**src/hw/rtl/cau_div_cell.sv**
```systemverilog
module cau_div_cell #(
    parameter int REM_W = 64,
    parameter int Q_W   = 34
) (
    input  logic             aclk,
    input  logic             en,
    input  logic [REM_W-1:0] rem_i,
    input  logic [REM_W-1:0] den_i,
    input  logic [Q_W-1:0]   dd_i,
    input  logic [Q_W-1:0]   q_i,
    output logic [REM_W-1:0] rem_o,
    output logic [REM_W-1:0] den_o,
    output logic [Q_W-1:0]   dd_o,
    output logic [Q_W-1:0]   q_o
);

    logic [REM_W-1:0] rem_reg, rem_next;
    logic [REM_W-1:0] den_reg;
    logic [Q_W-1:0]   dd_reg, dd_next;
    logic [Q_W-1:0]   q_reg, q_next;
    logic [REM_W:0]   trial;
    logic [REM_W:0]   diff;
    logic             ge;

    always_comb begin
        trial    = {rem_i, dd_i[Q_W-1]};
        diff     = trial - {1'b0, den_i};
        ge       = (trial >= {1'b0, den_i});
        rem_next = ge ? diff[REM_W-1:0] : trial[REM_W-1:0];
        q_next   = {q_i[Q_W-2:0], ge};
        dd_next  = {dd_i[Q_W-2:0], 1'b0};
    end

    always_ff @(posedge aclk) begin
        if (en) begin
            rem_reg <= rem_next;
            den_reg <= den_i;
            dd_reg  <= dd_next;
            q_reg   <= q_next;
        end
    end

    assign rem_o = rem_reg;
    assign den_o = den_reg;
    assign dd_o  = dd_reg;
    assign q_o   = q_reg;

endmodule

```
**config.mk**
```make
export PLATFORM = sky130hd
export DESIGN_NAME = cau_div_cell
export DESIGN_NICKNAME = d
export VERILOG_FILES = /design/src/hw/rtl/cau_div_cell.sv
export SDC_FILE = /design/constraint.sdc
export NUM_CORES = 1
export LEC_CHECK = 0
export BUFFER_PORTS_ARGS = -buffer_cell sky130_fd_sc_hd__buf_2
export CAP_MARGIN = 25
export CORE_AREA = 2 2 154 156
export CTS_CLUSTER_DIAMETER = 120
export DETAILED_ROUTE_END_ITERATION = 10
export DIE_AREA = 0 0 156 158
export PLACE_DENSITY = 0.78
export SLEW_MARGIN = 20
export SYNTH_ARGS = -nofsm -noshare
export SYNTH_HDL_FRONTEND = slang
export SYNTH_SLANG_ARGS = --single-unit
```
**constraint.sdc**
```tcl
create_clock -name aclk -period 3.9 [get_ports aclk]
set_input_delay 0.39 -clock aclk [delete_from_list [all_inputs] [get_ports aclk]]
set_output_delay 0.39 -clock aclk [all_outputs]
set_load 0.01 [all_outputs]
```
==> flow_summary.json <==
{
  "cts.repair.resized": 0,
  "synth_area_um2": 10700,
  "die-height_um": 158,
  "ant_nets_after_route": 0,
  "critPathCaptureType": "flop",
  "hp-start": "q_i[4]",
  "gp_routability_congestion": 0.885,
  "synth.avg_cell_area_um2": 11.1,
  "power.density_cell_area_nw_per_um2": 434,
  "cts-buffers-inserted": 17,
  "post_route_cells_drive_above_1_share_pct": 35.2,
  "wl_um": 29900,
  "synthToLayoutAreaGrowth_pct": 27.0,
  "grtUsageMet3_pct": 5.64,
  "vdd.ir_drop.worst_mv": 0.253,
  "via_cell_ratio": 5.42,
  "dr.first_iter.drc_count": 623,
  "status": "complete, no violations",
  "use_met1_pct": 28.3,
  "timing.final.crit_share_pct": 86.5,
  "dp.final_hpwl_um": 23500,
  "worstSetupPathType": "primary input to flop",
  "slew_viol_final": 0,
  "number_of_global_route_vias_before_repair": 8563,
  "initial_core_util_pct": 46.6,
  "top_level_ports": 394,
  "hold_slack_ns": 0.120,
  "busiest_layer": "met2",
  "globalRouteMet2Util_pct": 41.9,
  "synth_async_sr_flop_share_pct": 0,
  "synth_ff_type": "sky130_fd_sc_hd__edfxtp_1",
  "peak_clock_frequency_supported_by_timing_mhz": 296,
  "floorplan.core_area_um2": 23100,
  "fp.dieArea_um2": 24600,
  "port_buffers": 391,
  "route.vias.total": 8955,
  "layout_setup_ws_ns": 0.525,
  "worst_setup_hold_path_clk_slew_ns": 0.08,
  "gr-total-overflow": 0,
  "grt_usage_pct": 23.5,
  "synthCells": 966,
  "rsz0062_at_grt": "false",
  "required_ns": 4.08,
  "remaining_drc_errors": 0,
  "sequential_area_share_after_synthesis_pct": 54.5,
  "cts-root-to-sink-buffers": 2,
  "synth_nets": 1229,
  "ctsHoldBuffers": 0,
  "timing.final.setup_violations": 0,
  "wire_length_of_the_first_global_routing_pass_um": 44900,
  "worst_slew_pin_tran_ns": 0.821,
  "post_drt_wl_per_cell_um": 18.1,
  "fp-row-count": 56,
  "mostFrequentLayoutCell": "sky130_fd_sc_hd__buf_2",
  "cts_post_setup_buffers_inserted": 0,
  "synth.lib_cells_used.distinct": 65,
  "htreeDepth": 4,
  "synth_enable_flop_cells": 195,
  "power.static_leakage_nw": 6.09,
  "fin_nets": 1613,
  "clock_sinks": 195,
  "ys_warn_count": 0,
  "headroom_to_the_max_slew_limit_pct": 44.6,
  "hold_class": "primary input to flop",
  "sum_of_negative_setup_slack_ns": 0,
  "grt_start_max_net_pins": 85,
  "critPathLaunch": "den_i[1]",
  "tritoncts_clock_tree": "done",
  "most_frequent_cells_in_the_layout": "390 x sky130_fd_sc_hd__buf_2, 195 x sky130_fd_sc_hd__edfxtp_1, 122 x sky130_fd_sc_hd__a21oi_1, 83 x sky130_fd_sc_hd__nor2_1, 81 x sky130_fd_sc_hd__inv_1",
  "ys_ff_latch": 195,
  "dp_worst_setup_slack_ns": 0.124,
  "crit_path_max_fanout": 36,
  "max_cap_check_violation_count": 0,
  "fillers": 1935,
  "initial_antenna_violation_count": 2,
  "finalWorstPathRequiredPeriod_ns": 3.38,
  "die_width_um": 156,
  "timing.final.hold_violations": 0,
  "router_iterations_before_antenna_repair": 5,
  "worstPathArrival_ns": 3.55,
  "ctsRootBufferMaster": "sky130_fd_sc_hd__clkbuf_16",
  "timing.critical_path.from_type": "primary input"
}
==> cell usage after synthesis (all sizes together) (20+ instances only) <==
library cell	number	area share, %
nand2	56	2.0
a21oi	127	6.2
nor2	84	3.0
inv	81	2.8
o21ai	41	1.9
a21o	34	2.4
edfxtp	195	55
nand4	27	1.6
buf	21	1.2
clkbuf	24	0.85
xnor2	36	2.9
mux2	20	2.1
ha	64	7.5
xor2	25	2.0
==> cell type report <==
class                           count  area [um2]  area share (%)
Tap cell                          290         363            2.66
Antenna cell                        1        2.50          0.0184
Inverter                           81         304            2.23
Multi-Input combinational cell    645        4360            32.0
Clock inverter                     14         178            1.30
Timing Repair Buffer              410        2150            15.7
Clock buffer                       17         425            3.12
Sequential cell                   195        5860            43.0
==> worst max-delay path: stages <==
cell and delay (ns):
sky130_fd_sc_hd__buf_2 0.15, sky130_fd_sc_hd__inv_1 0.06, sky130_fd_sc_hd__ha_1 0.28, sky130_fd_sc_hd__nor2b_1 0.17, sky130_fd_sc_hd__o2111a_1 0.25, sky130_fd_sc_hd__o21ai_1 0.16
sky130_fd_sc_hd__o311ai_2 0.43, sky130_fd_sc_hd__o2111ai_1 0.27, sky130_fd_sc_hd__a21oi_1 0.32, sky130_fd_sc_hd__o21ai_1 0.20, sky130_fd_sc_hd__a21oi_4 0.25, sky130_fd_sc_hd__buf_12 0.24
sky130_fd_sc_hd__mux2_2 0.36
==> where the power goes <==
group | internal, mW | total [mW] | switching [mW] | leakage [nW]
Sequential | 2.59 | 2.64 | 0.0506 | 1.91
Clock | 0.877 | 1.81 | 0.937 | 0.292
Combinational | 0.610 | 1.47 | 0.857 | 3.89
Total | 4.07 | 5.92 | 1.84 | 6.09
==> path summary, 6_finish.rpt <==
path,endpoint,slack [ns],cells after the start
max,rem_o[16],0.52,13
min,q_o[5],0.12,1
==> kinds of logic (layout without fill, tap and decap cells) <==
kind of cell,count (synthesis),count (layout),synth area share (%)
AO/OA/AOI/OAI,267,267,15.8
AND/OR/NAND/NOR,231,231,9.99
flip-flops,195,195,54.5
buffers and inverters,126,522,4.88
adder cells (fa/ha/maj),65,65,7.65
XOR/XNOR,61,61,4.98
multiplexers,20,20,2.13
other,1,2,0.0349
==> registers in the layout (all words and copies together) (netlist names) <==
name / cells
dd_o: 33
q_o: 34
den_o: 64
rem_o: 64
==> metrics by stage <==
stage | total power, mW | std cells | util [%] | area [um2]
finish | 5.92 | 1653 | 59.1 | 13600
global route | 6.18 | 1653 | 59.1 | 13600
CTS | 5.96 | 1652 | 59.1 | 13600
detailed placement | 4.14 | 1621 | 56.5 | 13000
global placement | 4.11 | 1621 | 56.5 | 13000
floorplan | 3.55 | 966 | - | 10700
==> per-layer routing <==
metal | up-vias | part of all wire, %
li1 | 4322 | -
met1 | 4202 | 39
met2 | 386 | 51
met3 | 43 | 7.2
met4 | 2 | 2.4
met5 | - | 0.043
No activity file was read; power rests on OpenSTA's default activity.
