<file path="src/hw/rtl/cau_sqrt_cell.sv">
module cau_sqrt_cell #(
    parameter int ROOT_W = 34
) (
    input  logic                  aclk,
    input  logic                  en,
    input  logic [ROOT_W+1:0]     rem_i,
    input  logic [ROOT_W-1:0]     root_i,
    input  logic [2*ROOT_W-1:0]   rad_i,
    output logic [ROOT_W+1:0]     rem_o,
    output logic [ROOT_W-1:0]     root_o,
    output logic [2*ROOT_W-1:0]   rad_o
);

    localparam int REM_W = ROOT_W + 2;
    localparam int RAD_W = 2 * ROOT_W;

    logic [REM_W-1:0]  rem_reg, rem_next;
    logic [ROOT_W-1:0] root_reg, root_next;
    logic [RAD_W-1:0]  rad_reg, rad_next;
    logic [REM_W-1:0]  cur;
    logic [REM_W-1:0]  trial;
    logic              ge;

    always_comb begin
        cur       = {rem_i[REM_W-3:0], rad_i[RAD_W-1 -: 2]};
        trial     = {root_i, 2'b01};
        ge        = (cur >= trial);
        rem_next  = ge ? (cur - trial) : cur;
        root_next = {root_i[ROOT_W-2:0], ge};
        rad_next  = {rad_i[RAD_W-3:0], 2'b00};
    end

    always_ff @(posedge aclk) begin
        if (en) begin
            rem_reg  <= rem_next;
            root_reg <= root_next;
            rad_reg  <= rad_next;
        end
    end

    assign rem_o  = rem_reg;
    assign root_o = root_reg;
    assign rad_o  = rad_reg;

endmodule
</file>
<file path="config.mk">
export PLATFORM = sky130hd
export DESIGN_NAME = cau_sqrt_cell
export DESIGN_NICKNAME = d
export VERILOG_FILES = /design/src/hw/rtl/cau_sqrt_cell.sv
export SDC_FILE = /design/constraint.sdc
export NUM_CORES = 1
export LEC_CHECK = 0
export BUFFER_PORTS_ARGS = -buffer_cell sky130_fd_sc_hd__buf_2
export CAP_MARGIN = 20
export CORE_MARGIN = 4
export CORE_UTILIZATION = 44
export DETAILED_ROUTE_END_ITERATION = 8
export HOLD_SLACK_MARGIN = 0.12
export PLACE_DENSITY = 0.79
export RECOVER_POWER = 25
export SYNTH_ARGS = -nofsm -noshare
export SYNTH_HDL_FRONTEND = slang
export SYNTH_SLANG_ARGS = --single-unit
</file>
<file path="constraint.sdc">
create_clock -name aclk -period 2.7 [get_ports aclk]
set_clock_uncertainty 0.2 [all_clocks]
set_input_delay 0.27 -clock aclk [delete_from_list [all_inputs] [get_ports aclk]]
set_output_delay 0.27 -clock aclk [all_outputs]
set_load 0.05 [all_outputs]
</file>
==> summary.md, run 1 <==
| Metric | Value |
|---|---|
| Area Overhead vs Synth | 69.8% |
| Failing checks | setup timing |
| Slew headroom | 4.90% |
| Setup TNS | -0.00345 ns |
| DP Wirelength | around 15000 microns |
| DRT iter0 DRCs | approximately 380 |
| TritonCTS clock tree | built |
| Die width | around 130 microns |
| Setup-failing EPs final | 1 |
| Routed len/inst | about 21 microns |
| H-tree depth | 4 |
| Period minus WS final | around 2.7 ns |
| Critical Path Max Stage Delay | roughly 0.53 ns |
| Cell Chain, Critical Path | buf_2, inv_2, ha_4, nand2b_4, a21oi_2, o31ai_2, nand3_2, o211ai_1, a211oi_2, nor2_2, mux2_4, or4_4 |
| Vias | ~6500 |
| EDFF count, synth | between 100 and 150 |
| PwrDens | between 600 and 700 nW/um^2 |
| Share of post-route cells with drive strength above 1 | 48.9% |
| Slowest CP cell | or4_4 |
| Syn Inst Count | 506 |
| Outcome | complete, but fails checks |
| Switching Share | between 30% and 40% |
| Syn_area_per_cell | 13.5 sq um |
| Setup CP Type | in -> reg |
| Pin count of the biggest net entering global routing | 56 |
| CP Buf/Inv Count | 2 |
| Crit path required time | 2.66 ns |
| Worst Path Arrival | roughly 2.7 ns |
| Max-cap violations | 0 |
| Mapped Area | around 7000 sq um |
| DIE AREA | approximately 18000 sq um |
| NumNets Final | 1200 |
| WHS Path Cells | 4 |
| Initial DRT Pass Iterations | 5 |
| CP delay by family, top | simple AND/OR/NAND/NOR gates |
| CORE AREA | between 15000 and 20000 sq um |
| Fin area | approximately 12000 sq um |
| Worst Setup End Kind | flop |
| Post-DP Area | just over 9000 sq um |
| Initial Util | a little under half |
| Sequential fraction of the synthesis area | between 50 and 60% |
| Clock Sink Count | 136 |
| Routed Antenna Nets | 0 |
| Peak supply drop | between 0.4 and 0.5 mV |
| CTS root buf | clkbuf_16 |
| Synth unique cells | 58 |
| Synth Flop Type | edfxtp_1 |
| Row count | 45 |
| Max Slew Vio Count | 0 |
| Gpl congestion | approximately 0.85 |
| WL final | ~25000 microns |
| Initial antenna violation count | 2 |
| Vias per cell | 5.26 |
| Die span in y | around 130 microns |
| Global-route wire length before repair | 36100 microns |
| Fin cells | between 1000 and 1500 |
| Fmax | around 370 MHz |
| Seq pwr share | 36.1% |
| GRT overflow | 0 |
| CTS Buf Count | 17 |
| Worst-Margin Slew | about 1.4 ns |
| Number of global-route vias before repair | roughly 6600 |
| CTS Buffer Depth | 2 |
| Post-placement cell count | between 1000 and 1500 |
| Setup ws final | -0.00345 ns |
| Lkg Pwr | between 5 and 6 nW |
| Crit path depth | 12 |
| Worst hold path class | in -> reg |
| Syn. warnings | 0 |
| Crit share post-route | 100% |
| Drt drc | 0 |
| CP Max Fanout | 3 |
| Port bufs | 273 |
| FFs w/ async S/R, synth | 0% |
| GRT Resource Usage Total | a little over a quarter |
| Sw Pwr | about 0.0026 W |
| Critical path startpoint category | primary input |
| Combinational power share | 33.1% |
| Yosys reg bits | 136 |
| Int Pwr | between 0.004 and 0.005 W |
| Clock Power Share | a little under a third |
| Clock slew at reported path FFs | roughly 0.06 ns |
| Final hold viol count | 0 |
| Top-level I/O count | ~280 |
area by class of cell:
type,instances,area (sq um)
Antenna cell,2,5.00
Clock buffer,18,429
Clock inverter,14,131
Fill cell,902,3590
Inverter,42,178
Multi-Input combinational cell,312,2980
Sequential cell,136,4080
Tap cell,188,235
Timing Repair Buffer,515,3580
per-stage QoR:
| stage | power (W) | hold WS (ns) | util (%) | worst slack, ns |
|---|---|---|---|---|
| 2_1_floorplan | 0.00408 | 0.169 | - | -0.0821 |
| 3_3_place_gp | 0.00470 | 0.246 | 61.2 | -0.464 |
| 3_5_place_dp | 0.00474 | 0.248 | 61.2 | -0.474 |
| 4_1_cts | 0.00711 | 0.142 | 74.2 | 0.00313 |
| 5_1_grt | 0.00757 | 0.182 | 76.4 | -0.0522 |
| 6_report | 0.00731 | 0.175 | 76.4 | -0.00345 |
sequential cells by signal, summed over array words and instances, names as in the netlist:
register and count:
rad_o 66, rem_o 36, root_o 34
synth_stat cells (3+ instances only):
cell,instances,area [sq um]
a211oi_2,3,37.5
nand3_1,11,55.1
mux2_4,26,390
xnor2_1,22,193
ha_1,36,450
a21o_1,19,143
nor2_1,25,93.8
clkbuf_1,5,18.8
edfxtp_1,136,4080
mux2i_1,3,30.0
nand2b_1,4,25.0
buf_6,6,67.6
xor2_1,11,96.3
a21oi_1,23,115
o211ai_1,7,52.6
mux2_2,8,90.1
buf_2,4,20.0
nor2b_1,5,31.3
o21ai_0,19,95.1
nand4_1,6,37.5
o21bai_1,5,37.5
nor3_1,5,25.0
inv_1,42,158
nand2_1,27,101
cell families (layout without fill, tap and decap cells):
family / count (synthesis) / in the layout / synth area share (%)
simple gates: 101 / 101 / 7.39
compound gates: 103 / 103 / 10.5
flops: 136 / 136 / 59.7
other cells: 1 / 4 / 0.0548
xor+xnor: 33 / 33 / 4.22
fa+ha+maj: 36 / 36 / 6.58
mux: 37 / 37 / 7.46
buf+inv: 59 / 589 / 4.08
per-layer routing:
layer / wire, microns / track usage, % / vias to the layer above / share of wire [%]
li1: - / - / 2928 / -
met1: 8890 / 27.9 / 3097 / 35
met2: 13500 / 49.6 / 349 / 54
met3: 1690 / 7.30 / 79 / 6.7
met4: 1150 / 10.1 / 0 / 4.5
met5: 0 / 0 / - / 0
power by group through the flow:
stage / registers, W / logic, W / clock network [W]
after floorplan: 0.00339 / 0.000694 / 0
after global placement: 0.00266 / 0.00204 / 0
after detailed placement: 0.00266 / 0.00208 / 0
after CTS: 0.00262 / 0.00226 / 0.00224
after global routing: 0.00265 / 0.00253 / 0.00238
final: 0.00264 / 0.00242 / 0.00226
cells in the final DEF (no fill, tap or decap), types with 4 or more instances in the layout:
| cell | count |
|---|---|
| mux2_4 | 27 |
| clkbuf_1 | 20 |
| edfxtp_1 | 136 |
| nor2b_1 | 5 |
| buf_6 | 5 |
| inv_2 | 8 |
| a21o_1 | 19 |
| xor2_1 | 11 |
| nand2_1 | 24 |
| o21ai_0 | 17 |
| a21oi_1 | 12 |
| ha_1 | 16 |
| buf_2 | 245 |
| buf_4 | 104 |
| inv_1 | 30 |
| a21oi_4 | 5 |
| a211oi_2 | 4 |
| inv_6 | 5 |
| xnor2_1 | 22 |
| ha_4 | 20 |
| o211ai_1 | 7 |
| nor2_1 | 22 |
| nand4_1 | 6 |
| clkbuf_16 | 17 |
| nor2_2 | 4 |
| mux2_2 | 7 |
| dlygate4sd3_1 | 135 |
| nand3_1 | 9 |
| a21oi_2 | 8 |
path summary, 6_finish.rpt:
path / startpoint / end / slack (ns)
min: rad_i[67] / rem_o[1]$_DFFE_PP_ / 0.18
max: rad_i[67] / rem_o[35]$_DFFE_PP_ / -0.003
timing repair:
| action | 4_1_cts | 5_1_grt |
|---|---|---|
| hold endpoints to repair | 136 | 0 |
| resized for setup | 9 | 64 |
| buffers inserted | 4 | 8 |
| setup endpoints to repair | 2 | 32 |
| hold buffers | 135 | 0 |
| pin swaps | 10 | 36 |
No activity file was read; power rests on OpenSTA's default activity.
==> inputs of run 2 (changes only) <==
Settings changed: CELL_PAD_IN_SITES_DETAIL_PLACEMENT from default to 0, CELL_PAD_IN_SITES_GLOBAL_PLACEMENT from default to 1, CORE_UTILIZATION 44 to 34, PLACE_DENSITY 0.79 to 0.78.
==> summary.md, run 2 (synthesis gave the netlist of run 1 again) <==
| Metric | Value |
|---|---|
| CORE AREA | 19700 sq um (+29%) |
| WL final | 21800 microns (-14%) |
| Number of flip-flops in the largest register | 66 (unchanged) |
| Switching Share | 34.3% (-0.94 points) |
| Initial Util | 34.8% (-10 points) |
| Vias per cell | 4.58 (-13%) |
| Max Slew Vio Count | 0 (unchanged) |
| Combinational power share | 32.9% (-0.2 points) |
| Port bufs | 273 (unchanged) |
| Crit path required time | 2.67 ns (about the same) |
| Fmax | 380 MHz (+2.9%) |
| DP Wirelength | 15000 microns (+1.6%) |
| Setup TNS | 0 ns (+0.00345 ns) |
| Worst-Margin Slew | 0.504 ns (-0.923 ns) |
| Int Pwr | 0.00475 W (+0.27%) |
| Clock slew at reported path FFs | 0.07 ns (about the same) |
| DIE AREA | 22500 sq um (+28%) |
| Die width | 150 microns (+13%) |
| Vias | 6046 (-6.3%) |
| Drt drc | 0 (unchanged) |
| Clock Power Share | 30.9% (about the same) |
| RSZ-0062 raised after global routing | true |
| Area Overhead vs Synth | 72.7% |
| Setup CP Type | in -> reg |
| Clock Sink Count | 136 (unchanged) |
| Final hold viol count | 0 (unchanged) |
| Outcome | completed |
| GRT overflow | 0 (unchanged) |
| Period minus WS final | 2.63 ns (-0.0750 ns) |
| Die span in y | 150 microns (+13%) |
| Routed len/inst | 16.5 microns (-20%) |
| Sw Pwr | 0.00248 W (-3.8%) |
| Row count | 51 (+13%) |
| CP Max Fanout | 14 (+11) |
| Filler instances | 1592 (+76%) |
| Slew headroom | 66.4% (+62 points) |
| Lkg Pwr | 5.23 nW (+2.2%) |
| Crit share post-route | 97.4% (-2.8 points) |
| Peak supply drop | 0.406 mV (-0.82%) |
| Number of global-route vias before repair | 6498 (-1.6%) |
| PwrDens | 612 nW/um^2 (-2.9%) |
| CTS root buf | clkbuf_16 |
| Gpl congestion | 0.796 (-6.8%) |
| Initial antenna violation count | 0 (-2) |
| Most frequent cells in the layout | buf_2 (254), edfxtp_1 (136), dlygate4sd3_1 (135) |
| Commonest non-fill, non-tap cell in the layout | buf_2 |
| DRT iter0 DRCs | 215 (-44%) |
| Global-route wire length before repair | 33200 microns (-8.1%) |
| H-tree depth | 4 (unchanged) |
| Max-cap violations | 0 (unchanged) |
| Antenna cell count | 0 (-2) |
| Pin count of the biggest net entering global routing | 52 (-7.1%) |
| Routed Antenna Nets | 0 (unchanged) |
| Worst Path Arrival | 2.60 ns (-0.06 ns) |
| CTS Buf Count | 17 (unchanged) |
| Top-level I/O count | 278 (unchanged) |
| Fin area | 11800 sq um (+1.7%) |
| Post-DP Area | 9540 sq um (+2.6%) |
| Worst hold path class | in -> reg |
| Initial DRT Pass Iterations | 4 (-1) |
| Worst Setup End Kind | flop |
| TritonCTS clock tree | built |
| GRT Resource Usage Total | 18.9% (-7.5 points) |
| NumNets Final | 1219 (+1.6%) |
| Critical path startpoint category | primary input |
| Share of post-route cells with drive strength above 1 | 49.0% (+0.067 points) |
| Seq pwr share | 36.2% (about the same) |
| Setup-failing EPs final | 0 (-1) |
| CTS Buffer Depth | 2 (unchanged) |
[run 2: final timing paths]
path                      start             endpoint  slack (ns)  cells after the start
worst max-delay path  rem_i[29]  rem_o[24]$_DFFE_PP_        0.07                     10
worst min-delay path  rad_i[66]   rem_o[1]$_DFFE_PP_        0.14                      4
[run 2: stage by stage]
| step | setup WS, ns | hold slack, ns | power [W] | cells | util [%] |
|---|---|---|---|---|---|
| floorplan | -0.0821 | 0.169 | 0.00408 | 507 | - |
| global placement | -0.573 | 0.246 | 0.00475 | 1141 | 48.6 |
| detailed placement | -0.618 | 0.249 | 0.00477 | 1141 | 48.6 |
| CTS | 0.0108 | 0.137 | 0.00718 | 1311 | 58.4 |
| global route | -0.0164 | 0.168 | 0.00756 | 1321 | 60.1 |
| finish | 0.0715 | 0.145 | 0.00723 | 1321 | 60.1 |
[run 2: area by class of cell]
type | instances | area (sq um) | area share (%)
Timing Repair Buffer | 534 | 3750 | 31.8
Clock buffer | 18 | 429 | 3.63
Sequential cell | 136 | 4080 | 34.6
Tap cell | 265 | 332 | 2.81
Clock inverter | 14 | 131 | 1.11
Multi-Input combinational cell | 312 | 2920 | 24.7
Inverter | 42 | 170 | 1.44
[run 2: power groups by stage]
stage	combinational [W]	sequential [W]	clock, W
floorplan	0.000694	0.00339	0
global placement	0.00210	0.00266	0
detailed placement	0.00211	0.00266	0
CTS	0.00227	0.00261	0.00229
global route	0.00252	0.00264	0.00240
finish	0.00238	0.00262	0.00224
[run 2: worst max-delay path: stages]
cell           delay [ns]
dlygate4sd3_1        0.54
buf_2                0.13
ha_1                 0.34
a21oi_1              0.21
o21ai_0              0.15
nor2_2               0.16
o21bai_4             0.18
buf_4                0.15
buf_12               0.15
mux2_4               0.31
[run 2: timing repair]
| action | 4_1_cts | 5_1_grt |
|---|---|---|
| pin swaps | 2 | 17 |
| setup buffers | 3 | 8 |
| resized for setup | 3 | 47 |
| hold buffers | 135 | 0 |
| hold endpoints to repair | 158 | 0 |
| cloned | 0 | 2 |
| setup endpoints to repair | 2 | 34 |
[run 2: per-layer routing]
layer  GRT usage [%]  vias up  wire [microns]
met5               0        -               0
met4            5.03        0             252
met3            3.97       18            1240
met2            36.4      181           11900
met1            20.9     2881            8480
li1                -     2966               -
==> inputs of run 3 (changes only) <==
--- a/config.mk
+++ b/config.mk
@@ -19,2 +19,3 @@
 export SYNTH_HDL_FRONTEND = slang
 export SYNTH_SLANG_ARGS = --single-unit
+export TNS_END_PERCENT = 100
==> constraint.sdc (replaced) <==
create_clock -name aclk -period 2.7 [get_ports aclk]
set_clock_uncertainty 0.2 [all_clocks]
set_input_delay 0.135 -clock aclk [delete_from_list [all_inputs] [get_ports aclk]]
set_output_delay 0.135 -clock aclk [all_outputs]
set_load 0.05 [all_outputs]
==> summary.md, run 3 (synthesis gave the netlist of run 1 again) <==
| Metric | Value |
|---|---|
| Outcome | completed |
| CP Buf/Inv Count | 5 (+1) |
| Area Overhead vs Synth | 67.5% |
| Peak supply drop | 0.394 mV (-2.9%) |
| Row count | 51 (unchanged) |
| CTS root buf | clkbuf_16 |
| Setup-failing EPs final | 0 (unchanged) |
| Period minus WS final | 2.60 ns (-0.0310 ns) |
| DP Wirelength | 14500 microns (-3.1%) |
| Vias | 5993 (-0.88%) |
| Initial DRT Pass Iterations | 5 (+1) |
| Setup ws final | 0.103 ns (+0.0310 ns) |
| Worst hold path class | in -> reg |
| Global-route wire length before repair | 32000 microns (-3.5%) |
| Share of post-route cells with drive strength above 1 | 45.2% (-3.8 points) |
| Clock Power Share | 31.3% (+0.4 points) |
| Top-level I/O count | 278 (unchanged) |
| Crit path required time | 2.67 ns (about the same) |
| Final hold viol count | 0 (unchanged) |
| Pin count of the biggest net entering global routing | 64 (+23%) |
| Clock Sink Count | 136 (unchanged) |
| Max Slew Vio Count | 0 (unchanged) |
| Fmax | 385 MHz (+1.2%) |
| Die width | 150 microns (unchanged) |
| Min-delay src | rem_i[19] |
| CTS Buf Count | 17 (unchanged) |
| Critical path startpoint category | primary input |
| Routed len/inst | 16.6 microns (+0.43%) |
| Slew headroom | 7.37% (-59 points) |
| TritonCTS clock tree | built |
| Worst Path Arrival | 2.57 ns (-0.03 ns) |
| Port bufs | 273 (unchanged) |
| Int Pwr | 0.00469 W (-1.1%) |
| CP delay by family, top | buffers and inverters |
| CP Max Fanout | 7 (-7) |
| Cell Chain, Critical Path | dlygate4sd3_1, clkbuf_1, inv_1, ha_1, nand4_1, a211oi_2, nor2_2, o21bai_4, clkbuf_16, buf_4, mux2_4 |
| GRT overflow | 0 (unchanged) |
| Switching Share | 34.5% (+0.17 points) |
| CTS Buffer Depth | 2 (unchanged) |
| PwrDens | 625 nW/um^2 (+2.2%) |
| H-tree depth | 4 (unchanged) |
| Seq pwr share | 36.6% (+0.4 points) |
| NumNets Final | 1205 (-1.1%) |
| WL final | 21700 microns (-0.55%) |
| WHS Path Cells | 4 (unchanged) |
| Max-cap violations | 0 (unchanged) |
| Lkg Pwr | 5.12 nW (-2.1%) |
| Number of global-route vias before repair | 6251 (-3.8%) |
| Setup CP Type | in -> reg |
| Routed Antenna Nets | 0 (unchanged) |
| Pre-CTS WS | -0.443 ns (+0.175 ns) |
| Initial antenna violation count | 1 (+1) |
| Slowest CP cell | dlygate4sd3_1 |
| Combinational power share | 32.1% (-0.8 points) |
| Vias per cell | 4.58 (+0.11%) |
| GRT Resource Usage Total | 18.3% (-0.64 points) |
| Crit share post-route | 96.2% (-1.1 points) |
| Initial Util | 34.8% (unchanged) |
| DIE AREA | 22500 sq um (unchanged) |
| Number of flip-flops in the largest register | 66 (unchanged) |
| Most frequent cells in the layout | buf_2 (249), dlygate4sd3_1 (137), edfxtp_1 (136) |
| Sw Pwr | 0.00247 W (-0.35%) |
| Worst Setup End Kind | flop |
| Clock slew at reported path FFs | 0.07 ns (about the same) |
| Die span in y | 150 microns (unchanged) |
| Commonest non-fill, non-tap cell in the layout | buf_2 |
| Gpl congestion | 0.803 (+0.84%) |
| Worst-Margin Slew | 1.39 ns (+0.886 ns) |
| CORE AREA | 19700 sq um (unchanged) |
| DRT iter0 DRCs | 298 (+39%) |
| Drt drc | 0 (unchanged) |
| WHS Endpoint | rem_o[21]$_DFFE_PP_ |
| Critical Path Max Stage Delay | 0.52 ns (-0.02 ns) |
| Final core utilization | 58.3% (-1.8 points) |
## run 3: changes by cell type in the layout (fill, tap and decap cells not counted), moves of 5 or more
cell,before,now
buf_2,254,249
ha_4,17,8
ha_1,19,25
inv_2,6,1
inv_1,35,41
buf_4,114,99
## run 3: power groups by stage
stage	Combinational, W	Sequential, W	Clock [W]
floorplan	0.000654	0.00339	0
finish	0.00230	0.00262	0.00224
detailed placement	0.00204	0.00266	0
CTS	0.00221	0.00262	0.00228
global route	0.00244	0.00264	0.00238
global placement	0.00203	0.00266	0
## run 3: worst max path at each step
stage                           from                   to  slack (ns)  depth (start not counted)
after floorplan            root_i[2]  rem_o[33]$_DFFE_PP_       0.006                         13
after global placement     root_i[0]  rem_o[34]$_DFFE_PP_       -0.40                         13
after detailed placement   root_i[0]  rem_o[34]$_DFFE_PP_       -0.44                         13
after CTS                  rem_i[31]   rem_o[3]$_DFFE_PP_        0.03                         10
after global routing       root_i[0]  rem_o[35]$_DFFE_PP_       -0.01                         13
final                     root_i[29]  rem_o[10]$_DFFE_PP_        0.10                         11
## run 3: tightest hold or removal path, cell delays in order
cell	delay [ns]
buf_2	0.11
ha_4	0.19
xnor2_1	0.12
mux2_4	0.13
## run 3: cell type report
cell class | instances | area [sq um]
fill | 1634 | 8190
sequential | 136 | 4080
timing repair buffer | 520 | 3620
multi-input combinational | 312 | 2710
clock buffer | 17 | 425
tap | 265 | 332
inverter | 42 | 158
clock inverter | 15 | 129
antenna | 1 | 2.50
## run 3: timing repair
action / CTS / global route
buffers inserted: 0 / 8
pin swaps: 0 / 15
resized for setup: 1 / 35
cloned: 0 / 2
hold buffers: 137 / 0
setup endpoints to repair: 1 / 34
endpoints found under the hold margin: 184 / 0
## run 3: metal layers
| layer | share of wire [%] | global-route usage (%) |
|---|---|---|
| met1 | 38 | 20.1 |
| met2 | 53 | 34.2 |
| met3 | 6.4 | 4.57 |
| met4 | 2.0 | 5.95 |
| met5 | 0 | 0 |
## run 3: stage by stage
stage / power, W / hold slack [ns] / area (sq um) / TNS (ns) / instances
after floorplan: 0.00404 / 0.0339 / 6900 / 0 / 507
after global placement: 0.00469 / 0.111 / 9280 / -11.54 / 1129
after detailed placement: 0.00470 / 0.113 / 9280 / -12.51 / 1129
after CTS: 0.00710 / 0.180 / 11200 / 0 / 1298
after global routing: 0.00746 / 0.182 / 11500 / -0.0145 / 1308
final: 0.00717 / 0.180 / 11500 / 0 / 1308
